$ cat config.mk
export PLATFORM = sky130hd
export DESIGN_NAME = binary_neighbor_count_erosion
export DESIGN_NICKNAME = d
export VERILOG_FILES = /design/src/rtl/bnce_pkg.sv /design/src/rtl/bnce_ram.sv /design/src/rtl/bnce_front.sv /design/src/rtl/bnce_queue.sv /design/src/rtl/bnce_back.sv /design/src/rtl/binary_neighbor_count_erosion.sv
export VERILOG_INCLUDE_DIRS = /design/src /design/src/rtl
export SDC_FILE = /design/constraint.sdc
export NUM_CORES = 1
export LEC_CHECK = 0
export ABC_AREA = 1
export BUFFER_PORTS_ARGS = -buffer_cell sky130_fd_sc_hd__buf_2
export CELL_PAD_IN_SITES_DETAIL_PLACEMENT = 1
export CELL_PAD_IN_SITES_GLOBAL_PLACEMENT = 2
export CORE_MARGIN = 2
export CORE_UTILIZATION = 30
export CTS_CLUSTER_SIZE = 28
export DETAILED_ROUTE_END_ITERATION = 7
export PLACE_DENSITY = 0.62
export SLEW_MARGIN = 20
export SYNTH_ARGS = -nofsm -noshare
export SYNTH_HDL_FRONTEND = slang
export SYNTH_SLANG_ARGS = --single-unit
$ cat constraint.sdc
create_clock -name clk -period 16.11 [get_ports clk]
set_input_delay 0.8055 -clock clk [delete_from_list [all_inputs] [get_ports clk]]
set_output_delay 0.8055 -clock clk [all_outputs]
set_load 0.1 [all_outputs]
$ cat src/rtl/binary_neighbor_count_erosion_assert.svh
// Assertion macros for the binary neighbor-count erosion block.
// Used by the top level; needs clk and rst_n in the including scope.
`ifndef BINARY_NEIGHBOR_COUNT_EROSION_ASSERT_SVH
`define BINARY_NEIGHBOR_COUNT_EROSION_ASSERT_SVH

// Check that a condition implies a consequence at the same edge.
`define BNCE_ASSERT_NOW(lbl, cond, conseq) \
  lbl: assert property (@(posedge clk) disable iff (!rst_n) (cond) |-> (conseq)) \
    else $error("bnce assertion failed");

// Check that a condition implies a consequence at the next edge.
`define BNCE_ASSERT_NEXT(lbl, cond, conseq) \
  lbl: assert property (@(posedge clk) disable iff (!rst_n) (cond) |=> (conseq)) \
    else $error("bnce assertion failed");

`endif

$ cat src/rtl/bnce_pkg.sv
// Shared types and constants for the binary neighbor-count erosion block.
// No dependencies.
`default_nettype none
package bnce_pkg;

  localparam int MAX_WIDTH = 256;
  localparam int COL_W     = 8;
  localparam int ROW_W     = 12;
  localparam int CNT_W     = 21;
  localparam int QDEPTH    = 4;
  localparam int QPTR_W    = 2;
  localparam int QCNT_W    = 3;

  // Configuration register indexes
  localparam logic [1:0] REG_GRID_WIDTH  = 2'd0;
  localparam logic [1:0] REG_GRID_HEIGHT = 2'd1;
  localparam logic [1:0] REG_THRESHOLD   = 2'd2;

  // Item kinds
  localparam logic REQ_PIXEL = 1'b0;

  typedef struct packed {
    logic req_type;
    logic pixel_set;
  } in_item_t;

  typedef struct packed {
    logic [11:0] row_index;
    logic [7:0]  col_index;
    logic        was_set;
    logic [3:0]  neighbor_count;
    logic        removable;
    logic        pixel_after;
    logic [20:0] removed_count;
    logic        frame_last;
  } out_item_t;

  // One window handed from front to back
  typedef struct packed {
    logic [8:0]       window;
    logic [ROW_W-1:0] row;
    logic [COL_W-1:0] col;
    logic             col_first;
    logic             col_last;
    logic             row_first;
    logic             row_last;
    logic             frame_first;
    logic             frame_last;
  } job_t;

  typedef struct packed {
    logic              near_full;
    logic              empty;
    logic [QCNT_W-1:0] count;
  } qstat_t;

endpackage
`default_nettype wire

$ cat src/rtl/bnce_ram.sv
// Generic single-write, single-read RAM with registered read data.
// No dependencies.
`default_nettype none
module bnce_ram #(
  parameter int WIDTH = 2,
  parameter int DEPTH = 256
) (
  input  logic                     clk,
  input  logic                     we,
  input  logic [$clog2(DEPTH)-1:0] waddr,
  input  logic [WIDTH-1:0]         wdata,
  input  logic                     re,
  input  logic [$clog2(DEPTH)-1:0] raddr,
  output logic [WIDTH-1:0]         rdata
);

  logic [WIDTH-1:0] mem [DEPTH];

  // Write, and register the read (old data on a same-address collision)
  always_ff @(posedge clk) begin
    if (we) begin
      mem[waddr] <= wdata;
    end
    if (re) begin
      rdata <= mem[raddr];
    end
  end

endmodule
`default_nettype wire

$ cat src/rtl/bnce_front.sv
// Front end: accepts items, tracks raster positions, runs the line buffers
// and the 3x3 window, and hands windows to the queue. Uses bnce_pkg, bnce_ram.
`default_nettype none
module bnce_front (
  input  logic              clk,
  input  logic              rst_n,
  input  logic              in_push,
  input  bnce_pkg::in_item_t in_item,
  output logic              in_full,
  input  logic [8:0]        w_eff,
  input  logic [12:0]       h_eff,
  input  logic              restart,
  input  bnce_pkg::qstat_t  qstat,
  output logic              job_push,
  output bnce_pkg::job_t    job
);
  import bnce_pkg::*;

  logic             accept;
  logic             px0;
  logic             in_col_wrap;
  logic             emit;
  logic             orow_last;
  logic             ocol_last;
  logic             last;

  logic [COL_W-1:0] in_col_r, in_col_nxt;
  logic [12:0]      in_row_r, in_row_nxt;
  logic [8:0]       fill_r, fill_nxt;
  logic [ROW_W-1:0] out_row_r, out_row_nxt;
  logic [COL_W-1:0] out_col_r, out_col_nxt;

  logic             s1_valid_r;
  logic             s1_emit_r;
  logic             s1_px_r;
  logic [COL_W-1:0] s1_col_r;
  logic [ROW_W-1:0] s1_orow_r;
  logic [COL_W-1:0] s1_ocol_r;
  logic             s1_cfirst_r, s1_clast_r, s1_rfirst_r, s1_rlast_r;
  logic             s1_ffirst_r, s1_flast_r;
  logic             fwd_r;
  logic [1:0]       fwd_data_r;
  logic [8:0]       win_r, win_nxt;

  logic [1:0]       ram_rd;
  logic [1:0]       line;
  logic [1:0]       line_wr;

  // Stage 0: accept and position bookkeeping
  assign in_full   = qstat.near_full;
  assign accept    = in_push & ~in_full;
  assign px0       = (in_item.req_type == REQ_PIXEL) & in_item.pixel_set &
                     (in_row_r < h_eff);
  assign in_col_wrap = ({1'b0, in_col_r} + 9'd1) >= w_eff;
  assign emit      = {1'b0, fill_r} >= ({1'b0, w_eff} + 10'd1);
  assign orow_last = ({1'b0, out_row_r} + 13'd1) >= h_eff;
  assign ocol_last = ({1'b0, out_col_r} + 9'd1) >= w_eff;
  assign last      = orow_last & ocol_last;

  always_comb begin
    in_col_nxt  = in_col_r;
    in_row_nxt  = in_row_r;
    fill_nxt    = fill_r;
    out_row_nxt = out_row_r;
    out_col_nxt = out_col_r;
    if (restart) begin
      in_col_nxt  = '0;
      in_row_nxt  = '0;
      fill_nxt    = '0;
      out_row_nxt = '0;
      out_col_nxt = '0;
    end else if (accept) begin
      if (in_col_wrap) begin
        in_col_nxt = '0;
        in_row_nxt = in_row_r + 13'd1;
      end else begin
        in_col_nxt = in_col_r + 8'd1;
      end
      if (!emit) begin
        fill_nxt = fill_r + 9'd1;
      end
      if (emit) begin
        if (last) begin
          in_col_nxt  = '0;
          in_row_nxt  = '0;
          fill_nxt    = '0;
          out_row_nxt = '0;
          out_col_nxt = '0;
        end else if (ocol_last) begin
          out_col_nxt = '0;
          out_row_nxt = out_row_r + 12'd1;
        end else begin
          out_col_nxt = out_col_r + 8'd1;
        end
      end
    end
  end

  always_ff @(posedge clk) begin
    if (!rst_n) begin
      in_col_r   <= '0;
      in_row_r   <= '0;
      fill_r     <= '0;
      out_row_r  <= '0;
      out_col_r  <= '0;
      s1_valid_r <= 1'b0;
      fwd_r      <= 1'b0;
    end else begin
      in_col_r   <= in_col_nxt;
      in_row_r   <= in_row_nxt;
      fill_r     <= fill_nxt;
      out_row_r  <= out_row_nxt;
      out_col_r  <= out_col_nxt;
      s1_valid_r <= accept;
      if (accept) begin
        fwd_r <= s1_valid_r && (s1_col_r == in_col_r);
      end
    end
  end

  // Stage 1 payload: position flags of the centre that this item completes
  always_ff @(posedge clk) begin
    if (accept) begin
      s1_emit_r   <= emit;
      s1_px_r     <= px0;
      s1_col_r    <= in_col_r;
      s1_orow_r   <= out_row_r;
      s1_ocol_r   <= out_col_r;
      s1_cfirst_r <= (out_col_r == '0);
      s1_clast_r  <= ocol_last;
      s1_rfirst_r <= (out_row_r == '0);
      s1_rlast_r  <= orow_last;
      s1_ffirst_r <= (out_row_r == '0) && (out_col_r == '0);
      s1_flast_r  <= last;
      fwd_data_r  <= line_wr;
    end
    if (s1_valid_r) begin
      win_r <= win_nxt;
    end
  end

  // Line buffers: bit 0 upper line, bit 1 middle line
  bnce_ram #(.WIDTH(2), .DEPTH(MAX_WIDTH)) u_lines (
    .clk   (clk),
    .we    (s1_valid_r),
    .waddr (s1_col_r),
    .wdata (line_wr),
    .re    (accept),
    .raddr (in_col_r),
    .rdata (ram_rd)
  );

  // Stage 1: forward a write that collided with the read, shift the window
  assign line    = fwd_r ? fwd_data_r : ram_rd;
  assign line_wr = {s1_px_r, line[1]};
  assign win_nxt = {s1_px_r, line[1], line[0], win_r[8:3]};

  assign job_push        = s1_valid_r & s1_emit_r;
  assign job.window      = win_nxt;
  assign job.row         = s1_orow_r;
  assign job.col         = s1_ocol_r;
  assign job.col_first   = s1_cfirst_r;
  assign job.col_last    = s1_clast_r;
  assign job.row_first   = s1_rfirst_r;
  assign job.row_last    = s1_rlast_r;
  assign job.frame_first = s1_ffirst_r;
  assign job.frame_last  = s1_flast_r;

endmodule
`default_nettype wire

$ cat src/rtl/bnce_queue.sv
// Short queue of windows between front and back ends.
// Uses bnce_pkg.
`default_nettype none
module bnce_queue (
  input  logic             clk,
  input  logic             rst_n,
  input  logic             push,
  input  bnce_pkg::job_t   push_job,
  input  logic             pop,
  output bnce_pkg::job_t   head,
  output bnce_pkg::qstat_t qstat
);
  import bnce_pkg::*;

  job_t              slots_r [QDEPTH];
  logic [QPTR_W-1:0] wr_ptr_r;
  logic [QPTR_W-1:0] rd_ptr_r;
  logic [QCNT_W-1:0] count_r;
  logic              do_pop;

  assign do_pop          = pop & (count_r != '0);
  assign head            = slots_r[rd_ptr_r];
  assign qstat.count     = count_r;
  assign qstat.empty     = (count_r == '0);
  assign qstat.near_full = count_r >= QCNT_W'(QDEPTH - 1);

  // Advance pointers and the fill count
  always_ff @(posedge clk) begin
    if (!rst_n) begin
      wr_ptr_r <= '0;
      rd_ptr_r <= '0;
      count_r  <= '0;
    end else begin
      if (push) begin
        wr_ptr_r <= wr_ptr_r + QPTR_W'(1);
      end
      if (do_pop) begin
        rd_ptr_r <= rd_ptr_r + QPTR_W'(1);
      end
      count_r <= count_r + QCNT_W'(push) - QCNT_W'(do_pop);
    end
  end

  // Hold entries
  always_ff @(posedge clk) begin
    if (push) begin
      slots_r[wr_ptr_r] <= push_job;
    end
  end

endmodule
`default_nettype wire

$ cat src/rtl/bnce_back.sv
// Back end: counts neighbors, applies the threshold, keeps the frame total
// and holds the result register. Uses bnce_pkg.
`default_nettype none
module bnce_back (
  input  logic               clk,
  input  logic               rst_n,
  input  bnce_pkg::job_t     head,
  input  bnce_pkg::qstat_t   qstat,
  output logic               q_pop,
  input  logic [3:0]         threshold,
  output logic               out_empty,
  input  logic               out_pop,
  output bnce_pkg::out_item_t out_item
);
  import bnce_pkg::*;

  logic             out_valid_r;
  logic             load;
  logic [8:0]       mask;
  logic [3:0]       cnt;
  logic             was;
  logic             rem;
  logic [CNT_W-1:0] total;
  logic [CNT_W-1:0] acc_r;
  out_item_t        out_r;

  // Drop out-of-grid neighbors and the centre
  always_comb begin
    mask = 9'h1EF;
    if (head.col_first) mask = mask & ~9'h007;
    if (head.col_last)  mask = mask & ~9'h1C0;
    if (head.row_first) mask = mask & ~9'h049;
    if (head.row_last)  mask = mask & ~9'h124;
  end

  assign cnt   = 4'($countones(head.window & mask));
  assign was   = head.window[4];
  assign rem   = was & (cnt < threshold);
  assign total = (head.frame_first ? '0 : acc_r) + CNT_W'(rem);

  assign load  = ~out_valid_r | out_pop;
  assign q_pop = load & ~qstat.empty;

  // Advance the result register and the running total
  always_ff @(posedge clk) begin
    if (!rst_n) begin
      out_valid_r <= 1'b0;
      acc_r       <= '0;
    end else begin
      if (load) begin
        out_valid_r <= ~qstat.empty;
      end
      if (q_pop) begin
        acc_r <= total;
      end
    end
  end

  always_ff @(posedge clk) begin
    if (q_pop) begin
      out_r.row_index      <= head.row;
      out_r.col_index      <= head.col;
      out_r.was_set        <= was;
      out_r.neighbor_count <= cnt;
      out_r.removable      <= rem;
      out_r.pixel_after    <= was & ~rem;
      out_r.removed_count  <= total;
      out_r.frame_last     <= head.frame_last;
    end
  end

  assign out_empty = ~out_valid_r;
  assign out_item  = out_r;

endmodule
`default_nettype wire

$ cat src/rtl/binary_neighbor_count_erosion.sv
// Top level of the binary 3x3 neighbor-count erosion block: configuration
// registers, front end, window queue, back end. Uses bnce_pkg and submodules.
//
//   port group  direction  handshake         payload
//   in_         in         in_push/in_full   in_item (req_type, pixel_set)
//   out_        out        out_pop/out_empty out_item (position, count, flags)
//   cfg_        in         cfg_we            cfg_index, cfg_data
//
// One item per cycle sustained while in_full is low. A centre's result
// reaches the out_ ports after the item completing its window is accepted
// (line-buffer read, window shift into the queue, count into result register).
// Results lag by one row and one pixel, so a frame needs grid_width + 1
// trailing flush items. Synchronous active-low reset; no clearing pass.
// in_full rises once three windows wait in the four-entry queue, so the input
// keeps flowing through short result-side stalls.
`default_nettype none
module binary_neighbor_count_erosion (
  input  logic                clk,
  input  logic                rst_n,
  input  logic                in_push,
  input  bnce_pkg::in_item_t  in_item,
  output logic                in_full,
  output logic                out_empty,
  input  logic                out_pop,
  output bnce_pkg::out_item_t out_item,
  input  logic                cfg_we,
  input  logic [1:0]          cfg_index,
  input  logic [12:0]         cfg_data
);
  import bnce_pkg::*;

  logic [8:0]  width_r;
  logic [12:0] height_r;
  logic [3:0]  thresh_r;
  logic [8:0]  w_eff;
  logic [12:0] h_eff;
  logic        cfg_hit;
  logic        job_push;
  logic        q_pop;
  logic        out_at_origin;
  job_t        job;
  job_t        head;
  qstat_t      qstat;

  // Hold configuration registers
  assign cfg_hit = cfg_we && (cfg_index == REG_GRID_WIDTH ||
                              cfg_index == REG_GRID_HEIGHT ||
                              cfg_index == REG_THRESHOLD);

  always_ff @(posedge clk) begin
    if (!rst_n) begin
      width_r  <= 9'd256;
      height_r <= 13'd256;
      thresh_r <= 4'd4;
    end else if (cfg_we) begin
      case (cfg_index)
        REG_GRID_WIDTH:  width_r  <= cfg_data[8:0];
        REG_GRID_HEIGHT: height_r <= cfg_data;
        REG_THRESHOLD:   thresh_r <= cfg_data[3:0];
        default: ;
      endcase
    end
  end

  // Clamp raster dimensions
  always_comb begin
    w_eff = width_r;
    if (width_r == '0) w_eff = 9'd1;
    if (width_r > 9'(MAX_WIDTH)) w_eff = 9'(MAX_WIDTH);
    h_eff = height_r;
    if (height_r == '0) h_eff = 13'd1;
    if (height_r > 13'd4096) h_eff = 13'd4096;
  end

  bnce_front u_front (
    .clk      (clk),
    .rst_n    (rst_n),
    .in_push  (in_push),
    .in_item  (in_item),
    .in_full  (in_full),
    .w_eff    (w_eff),
    .h_eff    (h_eff),
    .restart  (cfg_hit),
    .qstat    (qstat),
    .job_push (job_push),
    .job      (job)
  );

  bnce_queue u_queue (
    .clk      (clk),
    .rst_n    (rst_n),
    .push     (job_push),
    .push_job (job),
    .pop      (q_pop),
    .head     (head),
    .qstat    (qstat)
  );

  bnce_back u_back (
    .clk       (clk),
    .rst_n     (rst_n),
    .head      (head),
    .qstat     (qstat),
    .q_pop     (q_pop),
    .threshold (thresh_r),
    .out_empty (out_empty),
    .out_pop   (out_pop),
    .out_item  (out_item)
  );

  // Result for the first centre of a frame
  assign out_at_origin = !out_empty && out_item.row_index == '0 &&
                         out_item.col_index == '0;

  `include "binary_neighbor_count_erosion_assert.svh"

  `BNCE_ASSERT_NOW(a_queue_bound, 1'b1, qstat.count <= QCNT_W'(QDEPTH))
  `BNCE_ASSERT_NOW(a_no_push_full, job_push, qstat.count < QCNT_W'(QDEPTH) || q_pop)
  `BNCE_ASSERT_NOW(a_frame_start_total, out_at_origin, out_item.removed_count == 21'(out_item.removable))
  `BNCE_ASSERT_NEXT(a_pop_moves, q_pop && !qstat.empty, !out_empty)

endmodule
`default_nettype wire
Yosys cells after proc, flatten, opt, wreduce, memory -nomap -nowiden
Memory sizes are Yosys's and may differ from the RTL's. A register that Yosys moved wholly into a read port is not among the register bits.
Index checks and enable logic that the tools add are counted.
{"block": "classes", "addsub": 22, "multipliers": 0, "div_mod_pow": 0, "magnitude_cmp": 9, "n_eq_ne": 3, "shift": 0, "n_mux": 29, "bitwise": 17, "n_reduce_logical": 19}
{"operator": "$mux 13", "count": 5}
{"operator": "$mux 9", "count": 7}
{"operator": "$mux 8", "count": 5}
{"operator": "$mux 12", "count": 2}
{"operator": "$add 21x1->21", "count": 1}
{"operator": "$mux 21", "count": 1}
{"operator": "$add 8x1->9 const B", "count": 2}
{"operator": "$ge 9x9->1", "count": 2}
{"operator": "$add 8x1->8 const B", "count": 2}
{"operator": "$add 12x1->13 const B", "count": 1}
{"operator": "$add 13x1->13 const B", "count": 1}
{"operator": "$ge 13x13->1", "count": 1}
{"operator": "$gt 13x13->1 const B", "count": 1}
{"operator": "$logic_not 13->1", "count": 1}
{"operator": "$lt 13x13->1", "count": 1}
{"operator": "$add 12x1->12 const B", "count": 1}
{"operator": "$add 4x4->4", "count": 3}
{"operator": "$logic_not 12->1", "count": 1}
{"operator": "$add 9x1->10 const B", "count": 1}
{"operator": "$ge 9x10->1", "count": 1}
{"operator": "$add 9x1->9 const B", "count": 1}
{"operator": "$and 1x1->1", "count": 9}
{"operator": "$and 9x9->9", "count": 1}
{"operator": "$gt 9x9->1 const B", "count": 1}
{"operator": "27 further kinds", "count": 47}
{"block": "totals", "ff_bits": 203, "latchBits": 0, "ram_bits": 652, "mem_bits_ro": 0, "input_bits": 22, "out_inout_bits": 51, "elab_cells": 137, "mem_count": 2}
{"memory": "u_front.u_lines.mem", "words": 256, "width": 2, "rd": 1, "rd_ports_with_merged_regs": 1, "wr": 1, "line": "bnce_ram.sv:17", "text": "logic [WIDTH-1:0] mem [DEPTH];"}
{"memory": "u_queue.slots_r", "words": 4, "width": 35, "rd": 1, "rd_ports_with_merged_regs": 1, "wr": 1, "line": "bnce_queue.sv:15", "text": "job_t slots_r [QDEPTH];"}

Longest topological paths before layout
{"block": "logic_depth", "word_depth": 13, "depth_mapped": 32}

Hierarchy
Synthesis repeated with hierarchy kept, for this count alone.
{"block": "hier_totals", "hier_cells": 3744, "hier_area_um2": 38426.9}
{"module": "bnce_ram", "n_inst": 1, "cells_per_inst": 2055, "area_per_inst_um2": 22146.2}
{"module": "bnce_front", "n_inst": 1, "cells_per_inst": 767, "area_per_inst_um2": 6063.3}
{"module": "bnce_queue", "n_inst": 1, "cells_per_inst": 398, "area_per_inst_um2": 5641.7}
{"module": "bnce_back", "n_inst": 1, "cells_per_inst": 355, "area_per_inst_um2": 3413.3}
{"module": "binary_neighbor_count_erosion", "n_inst": 1, "cells_per_inst": 169, "area_per_inst_um2": 1162.4}

Least setup slack after synthesis
OpenSTA, ideal clock, no wires.
{"block": "synth_path", "kind": "reg-to-reg", "from": "reg with a tool-made name", "to": "reg u_back.out_r (netlist bit u_back.out_item[17]) (data pin)", "arrival_ns": 4.797, "required_time_ns": 15.852, "setup_slack_ns": 11.055, "path_stages_with_launch": 31, "path_cell_list": "dfxtp_1 -> buf_4 -> inv_2 -> clkbuf_1 -> nand2_1 -> a32o_1 -> nand2_1 -> a21oi_1 -> ha_1 -> inv_1 -> fa_1 -> inv_1 -> fa_1 -> inv_1 -> fa_1 -> inv_1 -> ha_1 -> o21ai_0 -> nand2_1 -> a221oi_1 -> inv_1 -> nor2_1 -> ha_1 -> ha_1 -> inv_1 -> nor2_2 -> nand2_1 -> inv_2 -> nand2_1 -> nand2_1 -> nand2_1"}
{"item": "to (decl)", "line": "bnce_back.sv:25", "text": "out_item_t out_r;"}

==> run summary <==
The flow ran to the end, and the final reports show no timing, DRC or antenna violations. The number of setup buffers added after CTS is 0. The amount of wire on met2 after detailed routing is 52.3 mm. TritonCTS built the clock tree.

The largest driver fanout on the critical path came out at 46. The count of buffers inserted at the top-level ports is 72. Of the total power, combinational logic draws 0.231. Setup repair after global routing left no endpoint under its margin. The number of global-route vias before repair was 27.9k. The via count came out at 26.8k. After synthesis, the most frequently instantiated cells are 768 x sky130_fd_sc_hd__nand2_1, 747 x sky130_fd_sc_hd__edfxtp_1, 698 x sky130_fd_sc_hd__nor2_1. By area the synthesized netlist is led by sky130_fd_sc_hd__edfxtp_1 59%, sky130_fd_sc_hd__nand2_1 7.5%, sky130_fd_sc_hd__nor2_1 6.8%. Cell internal power was estimated by the tool at 0.00430 W. The area growth from synthesis to layout is 13.8%.

After routing the design area is 0.0436 mm². The post-route antenna net violation count came out at 0. The total of hold buffers inserted after clock tree synthesis came out at 0. The number of instances resized during post-cts repair is 0.

In the finished design, the share of the clock period the worst path needs comes to 0.394. Summing every instance area after synthesis gives 0.0383 mm². The dominant synthesized flop cell is sky130_fd_sc_hd__edfxtp_1.

The maximum cell stage delay along the critical path is 0.50 ns. The first-pass iteration count of the detailed router came out at 5. The fmax is 158 MHz.

The pin count of the biggest net entering global routing came out at 202. In this run the most critical hold path is launched from cfg_data[10]. In this run the top signal layer used is met4. CTS saw 856 sinks. The initial core utilization came out at 0.301.

The hold violation count in the final report came out at 0. The clock latency on the worst-skew pair is 0.71 ns. For this run, the register share of the synthesized area comes to 0.642. The number of ports placed on the die boundary came out at 73. For this design the total switching power over the nets is 0.00231 W.

The wire length of the first global-routing pass is 175 mm. Between clock sinks in the finished design, the worst skew comes to 0.0495 ns. The fraction of registers with async set or reset after synthesis is 0. The site row count came out at 131. The wire length per cell after detailed routing is 20.6 µm. The number of antenna violations at the first check in global routing was 4.

The cell area after placement came out at 0.0404 mm². The worst path needs 6.35 ns of the cycle, external delays included. The unique cell type count in the Yosys netlist is 53. The number of failing setup endpoints in the final timing report is 0.

The worst setup path is captured at a register. The fraction of power consumed by the clock network is 0.340. The count of flip-flops with a built-in enable after synthesis is 747. The fraction of final layout cells with drive strength greater than 1 came out at 0.0793.

In the post-synthesis netlist, the cell with the most instances is sky130_fd_sc_hd__nand2_1. The overall routed net length came out at 116 mm. 0 antenna diodes ended up in the layout. The post-layout utilization of the core is 0.343.

The net count of the mapped netlist is 3,941. The routed length on met3 came out at 3.99 mm. The standby leakage power came out at 16.2 nW. The total core area came out at 0.127 mm². For this run, the total global-route usage over all layers was measured as 0.177. The cell taking the most area after synthesis is sky130_fd_sc_hd__edfxtp_1. Routability-driven placement finished with a final weighted congestion of 0.744. The slowest stage of the critical path belongs to the cell sky130_fd_sc_hd__buf_4.

After detailed routing, the number of remaining DRC violations is 0. The iteration-0 DRC count of the detailed router came out at 1,560. The path class of the lowest-slack min-delay path is in -> reg. The vertical die dimension came out at 361 µm. Dividing the detail-routed via count by the number of cells gives 4.78.

The number of pins with negative max-slew slack in the final report was 0. The detailed placer's ending HPWL came out at 68.8 mm. The headroom to the max-slew limit is 0.279. The number of maximum-capacitance violations came out at 0.

The data arrival time of the critical path is 6.96 ns. The start-to-end type of the worst setup path is reg -> reg. The required time at the worst-slack endpoint is 16.72 ns. During synthesis, Yosys emitted a total of 0 warnings.

Global routing finished with a remaining overflow of 0. The met1 routed wirelength after detailed routing came out at 56.8 mm. The switching fraction of total power came out at 0.350. The share of synthesized area in the top cell type comes to 0.585. The setup TNS came out at 0 ns. The worst-case IR drop observed on VDD is 0.0000925 V. The flip-flop and latch count after synthesis came out at 856.

The H-tree was split into 3 levels. The register clock-pin slew on the reported worst setup and hold paths came out at 0.06 ns. The clock root buffer is sky130_fd_sc_hd__clkbuf_16. The critical path startpoint category is a register. In this run the power density over the cells is 151 mW/mm². The number of buffers on the longest clock path is 3. The chip width is 361 µm. The number of clock buffers inserted by TritonCTS is 101. In the final design database the tool counted 3,967 nets. The number of standard cells after synthesis is 3,838. The transition time of the tightest slew-check pin came out at 1.08 ns. The overall die area came out at 0.131 mm². The synthesized area divided by synthesized cell count is 9.98 µm².

The register share of total power came out at 0.429.
cells in the final DEF (no fill, tap or decap), types with 32 or more instances in the layout:
cell type	n
sky130_fd_sc_hd__nand3_1	333
sky130_fd_sc_hd__nand4_1	32
sky130_fd_sc_hd__inv_1	354
sky130_fd_sc_hd__ha_1	76
sky130_fd_sc_hd__dfxtp_1	104
sky130_fd_sc_hd__xor2_1	37
sky130_fd_sc_hd__a21oi_1	104
sky130_fd_sc_hd__buf_4	41
sky130_fd_sc_hd__edfxtp_1	747
sky130_fd_sc_hd__o21ai_0	206
sky130_fd_sc_hd__nand2_1	761
sky130_fd_sc_hd__buf_2	72
sky130_fd_sc_hd__nor2_1	694
sky130_fd_sc_hd__clkbuf_16	101
metrics by stage:
step | power [W] | hold WS [ns] | setup slack (ns) | instances
after floorplan | 0.00398 | 0.403 | 11.06 | 3838
after global placement | 0.00443 | 0.445 | 9.76 | 5423
after detailed placement | 0.00444 | 0.448 | 9.66 | 5423
after CTS | 0.00671 | 0.282 | 9.64 | 5611
after global routing | 0.00692 | 0.315 | 9.14 | 5611
final | 0.00660 | 0.355 | 9.76 | 5611
kinds of logic after synthesis:
group           after synthesis  share of synthesized area
compound gates              406                     0.0580
xor+xnor                     43                    0.00983
fa+ha+maj                    81                     0.0274
buf+inv                     557                     0.0574
flops                       856                      0.642
mux                           2                   0.000588
simple gates               1893                      0.204
sequential cells by signal (all words and copies together) (netlist names), 12 cells and up, named ones only:
name and count:
u_front.u_lines.mem 512, u_queue.slots_r 140, u_back.out_item 49, u_back.acc_r 21
height_r 13, u_front.in_row_r 13, u_front.out_row_r 12, u_front.s1_orow_r 12
metal layers:
layer / vias up / track usage
met4: 0 / 0.0419
met3: 144 / 0.0277
li1: 13000 / -
met1: 13400 / 0.249
met5: - / 0
met2: 332 / 0.286
power groups by stage:
stage | Sequential (W) | Combinational, W | Clock [W]
global route | 0.00285 | 0.00167 | 0.00239
floorplan | 0.00332 | 0.000667 | 0
global placement | 0.00288 | 0.00154 | 0
finish | 0.00283 | 0.00153 | 0.00224
CTS | 0.00284 | 0.00156 | 0.00231
detailed placement | 0.00288 | 0.00155 | 0
area by class of cell:
cell class	instances	area, µm²
Clock buffer	128	2670
Clock inverter	60	552
Fill cell	14300	83600
Inverter	365	1380
Multi-Input combinational cell	2425	11600
Sequential cell	856	24600
Tap cell	1662	2080
Timing Repair Buffer	115	708
critical path, delay by kind of cell, from the launching register on:
kind            cells  cell delay, ns
compound gates      5            0.85
flops               1            0.49
fa+ha+maj           7            2.41
buf+inv            10            1.51
simple gates        9            0.94
path summary, 6_finish.rpt:
check / to / slack (ns) / cells past startpoint
worst max-delay path: u_back.acc_r[16] / 9.76 / 31
worst min-delay path: height_r[10] / 0.35 / 3
worst max register to register: u_back.acc_r[16] / 9.76 / 31
worst min register to register: u_back.acc_r[0] / 0.46 / 2
Note: power is estimated with default switching activity, not from simulation.
